[config.mk]
export PLATFORM = sky130hd
export DESIGN_NAME = press_duration_gesture_counter
export DESIGN_NICKNAME = d
export VERILOG_FILES = /design/src/rtl/core/pdgc_pkg.sv /design/src/rtl/core/pdgc_core.sv /design/src/rtl/core/press_duration_gesture_counter.sv
export VERILOG_INCLUDE_DIRS = /design/src /design/src/rtl/core
export SDC_FILE = /design/constraint.sdc
export NUM_CORES = 1
export LEC_CHECK = 0
export ABC_AREA = 1
export ABC_CLOCK_PERIOD_IN_PS = 7900
export BUFFER_PORTS_ARGS = -buffer_cell sky130_fd_sc_hd__clkbuf_2
export CORE_MARGIN = 3
export CORE_UTILIZATION = 65
export CTS_BUF_LIST = sky130_fd_sc_hd__clkbuf_16
export DETAILED_ROUTE_END_ITERATION = 10
export PLACE_DENSITY = 0.86
export SLEW_MARGIN = 10
export SYNTH_ARGS = -nofsm -noshare
export SYNTH_HDL_FRONTEND = slang
export SYNTH_SLANG_ARGS = --single-unit
[constraint.sdc]
create_clock -name i_clk -period 7.9 [get_ports i_clk]
set_input_delay 1.58 -clock i_clk [delete_from_list [all_inputs] [get_ports i_clk]]
set_output_delay 1.58 -clock i_clk [all_outputs]
set_load 0.02 [all_outputs]
[src/rtl/core/press_duration_gesture_counter_macros.svh]
// Assertion helpers for the RTL.
`ifndef PRESS_DURATION_GESTURE_COUNTER_MACROS_SVH
`define PRESS_DURATION_GESTURE_COUNTER_MACROS_SVH

// Same-cycle implication, disabled while reset is low.
`define PDGC_ASSERT_IMP(label, clk, rst_n, ante, cons) \
    label: assert property (@(posedge clk) disable iff (!(rst_n)) (ante) |-> (cons)) \
        else $error("pdgc assertion failed");

// Next-cycle implication, disabled while reset is low.
`define PDGC_ASSERT_NXT(label, clk, rst_n, ante, cons) \
    label: assert property (@(posedge clk) disable iff (!(rst_n)) (ante) |=> (cons)) \
        else $error("pdgc assertion failed");

`endif

[src/rtl/core/pdgc_pkg.sv]
package pdgc_pkg;

    localparam int CFG_W   = 16;  // tick threshold register width
    localparam int CNT3_W  = 3;   // press counter / needed count width
    localparam int ADDR_W  = 3;
    localparam int IN_TDATA_W  = 8;
    localparam int OUT_TDATA_W = 16;

    localparam logic [CFG_W-1:0]  SHORT_TICKS_RST   = 16'd10;
    localparam logic [CFG_W-1:0]  LONG_TICKS_RST    = 16'd50;
    localparam logic [CFG_W-1:0]  TIMEOUT_TICKS_RST = 16'd150;
    localparam logic [CNT3_W-1:0] LONG_NEEDED_RST   = 3'd2;
    localparam logic [CNT3_W-1:0] VALID_NEEDED_RST  = 3'd3;
    localparam logic [CNT3_W-1:0] CNT3_MAX          = 3'd7;

    typedef enum logic [ADDR_W-1:0] {
        CFG_SHORT_TICKS   = 3'd0,
        CFG_LONG_TICKS    = 3'd1,
        CFG_TIMEOUT_TICKS = 3'd2,
        CFG_LONG_NEEDED   = 3'd3,
        CFG_VALID_NEEDED  = 3'd4
    } t_cfg_idx;

    typedef enum logic [1:0] {
        PC_NONE  = 2'd0,
        PC_SHORT = 2'd1,
        PC_VALID = 2'd2,
        PC_LONG  = 2'd3
    } t_press_class;

    typedef enum logic [1:0] {
        TRIG_NONE   = 2'd0,
        TRIG_CONFIG = 2'd1,
        TRIG_ENROLL = 2'd2
    } t_trigger;

    typedef struct packed {
        logic [CFG_W-1:0]  short_ticks;
        logic [CFG_W-1:0]  long_ticks;
        logic [CFG_W-1:0]  timeout_ticks;
        logic [CNT3_W-1:0] long_needed;
        logic [CNT3_W-1:0] valid_needed;
    } t_cfg;

    typedef struct packed {
        logic              pressing;
        logic [CNT3_W-1:0] long_count;
        logic [CNT3_W-1:0] valid_count;
        logic              timeout_cleared;
        t_trigger          trigger;
        t_press_class      press_class;
    } t_result;

    function automatic logic [CNT3_W-1:0] sat_inc3(input logic [CNT3_W-1:0] v);
        sat_inc3 = (v == CNT3_MAX) ? v : v + 3'd1;
    endfunction

endpackage

[src/rtl/core/pdgc_core.sv]
// Gesture state and per-sample update. o_result is combinational from
// the current state and the sample; state commits on i_step.
module pdgc_core #(
    parameter int COUNTER_WIDTH = 16
) (
    input  logic             i_clk,
    input  logic             i_rst_n,
    input  pdgc_pkg::t_cfg   i_cfg,
    input  logic             i_step,
    input  logic             i_touched,
    output pdgc_pkg::t_result o_result
);
    import pdgc_pkg::*;

`include "press_duration_gesture_counter_macros.svh"

    localparam int CMP_W = (COUNTER_WIDTH > CFG_W) ? COUNTER_WIDTH : CFG_W;
    localparam logic [COUNTER_WIDTH-1:0] CNT_MAX = '1;

    logic                     r_active;
    logic [COUNTER_WIDTH-1:0] r_press_len;
    logic [COUNTER_WIDTH-1:0] r_idle_len;
    logic [CNT3_W-1:0]        r_valid;
    logic [CNT3_W-1:0]        r_long;

    logic                     n_active;
    logic [COUNTER_WIDTH-1:0] n_press_len;
    logic [COUNTER_WIDTH-1:0] n_idle_len;
    logic [CNT3_W-1:0]        n_valid;
    logic [CNT3_W-1:0]        n_long;

    logic [COUNTER_WIDTH-1:0] w_press_inc;
    logic [COUNTER_WIDTH-1:0] w_idle_inc;
    logic                     w_is_long;
    logic                     w_is_valid;
    logic                     w_timeout;

    assign w_press_inc = (r_press_len == CNT_MAX) ? r_press_len : r_press_len + 1'b1;
    assign w_idle_inc  = (r_idle_len == CNT_MAX) ? r_idle_len : r_idle_len + 1'b1;

    // release tick sees the incremented press length
    assign w_is_long  = CMP_W'(w_press_inc) >= CMP_W'(i_cfg.long_ticks);
    assign w_is_valid = CMP_W'(w_press_inc) >= CMP_W'(i_cfg.short_ticks);

    always_comb begin
        n_active    = r_active;
        n_press_len = r_active ? w_press_inc : r_press_len;
        n_idle_len  = r_active ? r_idle_len : w_idle_inc;
        n_valid     = r_valid;
        n_long      = r_long;
        o_result    = '0;
        o_result.press_class = PC_NONE;
        o_result.trigger     = TRIG_NONE;

        if (i_touched && !r_active) begin
            n_active    = 1'b1;
            n_press_len = '0;
        end else if (!i_touched && r_active) begin
            n_active = 1'b0;
            if (w_is_long) begin
                o_result.press_class = PC_LONG;
                n_valid = sat_inc3(r_valid);
                n_long  = sat_inc3(r_long);
                if (n_long >= i_cfg.long_needed) begin
                    o_result.trigger = TRIG_CONFIG;
                end else if (n_valid >= i_cfg.valid_needed) begin
                    o_result.trigger = TRIG_ENROLL;
                end
            end else if (w_is_valid) begin
                o_result.press_class = PC_VALID;
                n_valid = sat_inc3(r_valid);
                if (n_valid >= i_cfg.valid_needed) begin
                    o_result.trigger = TRIG_ENROLL;
                end
            end else begin
                o_result.press_class = PC_SHORT;
            end
            if (o_result.trigger != TRIG_NONE) begin
                n_valid = '0;
                n_long  = '0;
            end
            n_idle_len = '0;
        end

        // idle timeout, after release handling
        w_timeout = !n_active && (n_valid != '0) &&
                    (CMP_W'(n_idle_len) > CMP_W'(i_cfg.timeout_ticks));
        if (w_timeout) begin
            n_valid = '0;
            n_long  = '0;
        end

        o_result.timeout_cleared = w_timeout;
        o_result.valid_count     = n_valid;
        o_result.long_count      = n_long;
        o_result.pressing        = n_active;
    end

    always_ff @(posedge i_clk) begin
        if (!i_rst_n) begin
            r_active    <= 1'b0;
            r_press_len <= '0;
            r_idle_len  <= '0;
            r_valid     <= '0;
            r_long      <= '0;
        end else if (i_step) begin
            r_active    <= n_active;
            r_press_len <= n_press_len;
            r_idle_len  <= n_idle_len;
            r_valid     <= n_valid;
            r_long      <= n_long;
        end
    end

    `PDGC_ASSERT_IMP(a_long_le_valid, i_clk, i_rst_n, 1'b1, r_long <= r_valid)
    `PDGC_ASSERT_IMP(a_trigger_clears, i_clk, i_rst_n, i_step && (o_result.trigger != TRIG_NONE), (o_result.valid_count == '0) && (o_result.long_count == '0))
    `PDGC_ASSERT_IMP(a_timeout_when_idle, i_clk, i_rst_n, i_step && o_result.timeout_cleared, (o_result.press_class == PC_NONE) && !o_result.pressing)
    `PDGC_ASSERT_NXT(a_press_start, i_clk, i_rst_n, i_step && i_touched && !r_active, r_active && (r_press_len == '0))

endmodule

[src/rtl/core/press_duration_gesture_counter.sv]
// Each result is registered and appears on the master side the cycle after its sample transaction.
// Throughput: one sample per clock; the output register frees s_axis_tready whenever
//   the held result is taken in the same cycle or none is held.
// Reset (i_rst_n low, synchronous): press/idle tick counters and press counts clear,
//   no press in progress, thresholds return to 10 / 50 / 150 ticks and 2 / 3 presses.
module press_duration_gesture_counter #(
    parameter int COUNTER_WIDTH = 16
) (
    input  logic                                i_clk,
    input  logic                                i_rst_n,
    // configuration writes
    input  logic                                i_cfg_we,
    input  logic [pdgc_pkg::ADDR_W-1:0]         i_cfg_addr,
    input  logic [pdgc_pkg::CFG_W-1:0]          i_cfg_data,
    // sample stream
    input  logic                                s_axis_tvalid,
    output logic                                s_axis_tready,
    input  logic [pdgc_pkg::IN_TDATA_W-1:0]     s_axis_tdata,  // [0] touched, rest zero
    // result stream
    output logic                                m_axis_tvalid,
    input  logic                                m_axis_tready,
    // [1:0] press_class, [3:2] trigger, [4] timeout_cleared, [7:5] valid_count,
    // [10:8] long_count, [11] pressing, [15:12] zero
    output logic [pdgc_pkg::OUT_TDATA_W-1:0]    m_axis_tdata
);
    import pdgc_pkg::*;

    // Configuration registers. The user must write them only while the block is idle; the block does not enforce this.
    t_cfg    r_cfg;
    t_result w_result;
    logic    w_step;

    logic                   r_out_valid;
    logic [OUT_TDATA_W-1:0] r_out_data;

    always_ff @(posedge i_clk) begin
        if (!i_rst_n) begin
            r_cfg.short_ticks   <= SHORT_TICKS_RST;
            r_cfg.long_ticks    <= LONG_TICKS_RST;
            r_cfg.timeout_ticks <= TIMEOUT_TICKS_RST;
            r_cfg.long_needed   <= LONG_NEEDED_RST;
            r_cfg.valid_needed  <= VALID_NEEDED_RST;
        end else if (i_cfg_we) begin
            case (i_cfg_addr)
                CFG_SHORT_TICKS:   r_cfg.short_ticks   <= i_cfg_data;
                CFG_LONG_TICKS:    r_cfg.long_ticks    <= i_cfg_data;
                CFG_TIMEOUT_TICKS: r_cfg.timeout_ticks <= i_cfg_data;
                CFG_LONG_NEEDED:   r_cfg.long_needed   <= i_cfg_data[CNT3_W-1:0];
                CFG_VALID_NEEDED:  r_cfg.valid_needed  <= i_cfg_data[CNT3_W-1:0];
                default: ;  // unmapped index, dropped
            endcase
        end
    end

    // A sample is taken whenever the output register is empty or draining.
    assign s_axis_tready = !r_out_valid || m_axis_tready;
    assign w_step        = s_axis_tvalid && s_axis_tready;

    pdgc_core #(
        .COUNTER_WIDTH (COUNTER_WIDTH)
    ) u_core (
        .i_clk     (i_clk),
        .i_rst_n   (i_rst_n),
        .i_cfg     (r_cfg),
        .i_step    (w_step),
        .i_touched (s_axis_tdata[0]),
        .o_result  (w_result)
    );

    // Result register: loads on every accepted sample, holds while stalled.
    always_ff @(posedge i_clk) begin
        if (!i_rst_n) begin
            r_out_valid <= 1'b0;
        end else if (w_step) begin
            r_out_valid <= 1'b1;
        end else if (m_axis_tready) begin
            r_out_valid <= 1'b0;
        end
    end

    always_ff @(posedge i_clk) begin
        if (w_step) begin
            r_out_data <= {4'b0000,
                           w_result.pressing,
                           w_result.long_count,
                           w_result.valid_count,
                           w_result.timeout_cleared,
                           w_result.trigger,
                           w_result.press_class};
        end
    end

    assign m_axis_tvalid = r_out_valid;
    assign m_axis_tdata  = r_out_data;

endmodule
==> out/qor.csv <==
metric,value,unit
timing.fmax,0.2076,GHz
critPathSlowestCell,nor2_2,
synth_commonest_cells,"nand2_1, inv_1, a21oi_1",
crit_top_cell,nand2_1,
synth_edf_count,12,
hold_start,r_cfg[5],
slew_violations,0,
grt_util_all_layers,0.2684,
clock_latency,340,ps
cts-root-buf,clkbuf_16,
postRouteWirelength,14410,microns
setup_viol_count_final,0,
clockBufferDepth,2,
nNetsFinal,981,
synth_area,6215,sq um
wl_per_cell,14.06,microns
post_cts_buffers,0,
vdd_drop_max,128.1,uV
area_delta_synth_final,9.040,%
reg2reg_slack,3540,ps
yosysSeqAreaShare,0.3608,
tightest_slew,1170,ps
drtPass1Iterations,5,
syn_inst,868,
cpPeakStageDelay,630,ps
cp_num_buf_inv,4,
rr_endpoint,u_core.r_long[1],
vias,5739,
fill_cells,729,
dp.final_hpwl,10390,microns
fin_tns_setup,0,ps
htreeDepth,3,
synth_cell_types,40,
synthArstFlopShare,0,
end_kind,register,
grt_pass1_vias,5469,
num_io_pins,50,
initial_core_util,0.6694,
cts_hold_buf,0,
drive_gt1_frac,0.08259,
r2r-start,u_core.r_press_len[0],
io_buffers,38,
die_x,103.8,microns
final_area,6777,sq um
rsz0062_at_grt,no,
die-area,10770,sq um
clock_skew,11.35,ps
core_area,9284,sq um
r2r_cells,27,
drc,0,
criticalPathCategory,in -> reg,
hold_path_class,reg -> reg,
ctsResizeCount,0,
drt-initial-drc-count,365,
slew_headroom,0.2174,
synth_area_leader_cell,dfxtp_1,
crit_path_cell_trace,clkbuf_2 > nor2_2 > inv_1 > nand2_1 > o21ai_0 > o21ai_0 > inv_1 > ha_1 > nand2_1 > nor2_1 > nand2_1 > o211ai_1 > nand2_1 > a21boi_0 > nand2_2 > nand2_1 > inv_1,
yosysMostFrequentCell,nand2_1,
grt_antenna_before_repair,0,
drv_cap,0,
avgSynthCellArea,7.160,sq um
gp_congestion,0.8863,
cp.required,8000,ps
cts_buffers,9,
antennaDiodeCount,0,
synth_top_area_share,0.3028,
arrival,4920,ps
leakage,0.003200,uW
path_delay_family,simple AND/OR/NAND/NOR gates,
drt-vias-per-instance,5.599,
ys.flop_type,dfxtp_1,
rows,35,
synth-seq-cells,106,
cts_tree,yes,
clk_pin_slew_worst_paths,80,ps
min_period,4818,ps
worstHoldEndpoint,r_cfg[5],
power_density,181.7,nW/um^2
grt_max_degree,76,
postRouteAntennaNets,0,
yosysWarningCount,0,
grt_pass1_wl,24230,microns
finalCritPeriodShare,0.6099,
crit_path_start_kind,input pin,
synth.top_cells.by_area,"dfxtp_1, ha_1, nand2_1",
hold_violations,0,
clkSinkCount,106,
min_path_cells,2,
die_y,103.8,microns
gr-total-overflow,0,
post_dp_cell_area,6454,sq um
path_max_fanout,19,
outcome,completed,
kinds of logic after synthesis:
logic type	synth area share
compound gates	0.1846
xor+xnor	0.02537
fa+ha+maj	0.1168
buf+inv	0.1125
flops	0.3608
other cells	0.0006034
simple gates	0.1993
worst max-delay path by stage:
| stage | startpoint | endpoint | slack (ps) | cells after the start |
|---|---|---|---|---|
| 2_1_floorplan | s_axis_tdata[0] | m_axis_tdata[8] | 4000 | 16 |
| 5_1_grt | s_axis_tdata[0] | m_axis_tdata[9] | 2840 | 17 |
| 4_1_cts | s_axis_tdata[0] | m_axis_tdata[5] | 3170 | 17 |
| 3_5_place_dp | s_axis_tdata[0] | m_axis_tdata[5] | 2810 | 17 |
| 3_3_place_gp | s_axis_tdata[0] | m_axis_tdata[9] | 2960 | 17 |
| 6_report | s_axis_tdata[0] | m_axis_tdata[5] | 3080 | 17 |
per-stage QoR:
stage               instances    util  setup slack (ps)  hold slack [ps]  total power, uW
detailed placement       1009  0.6951              2814            456.0            755.1
CTS                      1025  0.7295              3174            466.2             1231
global route             1025  0.7299              2839            484.5             1279
floorplan                 871       -              4000            435.3            712.1
finish                   1025  0.7299              3082            468.0             1232
global placement         1009  0.6951              2958            446.0            744.9
power by group:
group	switching (uW)	internal (uW)	total, uW
combinational	111	56.3	167
sequential	13.3	568	582
clock	205	278	483
total	329	902	1230
per-layer routing:
layer | routed length (microns) | share of wire | GRT usage | vias up
li1 | - | - | - | 2868
met1 | 6290 | 0.44 | 0.3361 | 2661
met2 | 6979 | 0.48 | 0.4696 | 178
met3 | 806 | 0.056 | 0.04611 | 32
met4 | 337 | 0.023 | 0.08927 | 0
met5 | 0 | 0 | 0 | -
final cells by class:
cell class                 instances  area, sq um  share of cell area
multi-input combinational        586         3288              0.4852
sequential                       106         2242              0.3309
inverter                         148        560.5             0.08272
clock buffer                       9        225.2             0.03323
timing repair buffer              40        205.2             0.03028
tap                              129        161.4             0.02382
clock inverter                     7        93.84             0.01385
layout by cell type (no fill, tap or decap), types with 2 or more instances in the layout:
cell type,count
nand2_1,171
inv_1,144
a21oi_1,107
dfxtp_1,94
o21ai_0,79
nor2_1,59
ha_1,58
clkbuf_2,38
nand3_1,27
xor2_1,15
o211ai_1,13
edfxtp_1,12
nor3_1,10
clkbuf_16,9
nand4_1,6
or2_2,4
a31oi_1,4
conb_1,4
nand2_2,3
clkinv_4,3
a21o_1,3
nor4_1,3
xnor2_1,3
clkinv_1,2
inv_2,2
nand3b_1,2
nor3_2,2
bufinv_16,2
buf_4,2
flip-flops by register name, indices dropped and copies added (netlist names):
register	cells
r_cfg	54
m_axis_tvalid	1
u_core.r_idle_len	16
m_axis_tdata	12
u_core.r_valid	3
u_core.r_active	1
u_core.r_press_len	16
u_core.r_long	3
tightest hold or removal path, stage by stage, from the launching register on:
cell	delay, ps
dfxtp_1	300
inv_1	70
a21oi_1	60
Power figures use the tool's default switching activity.
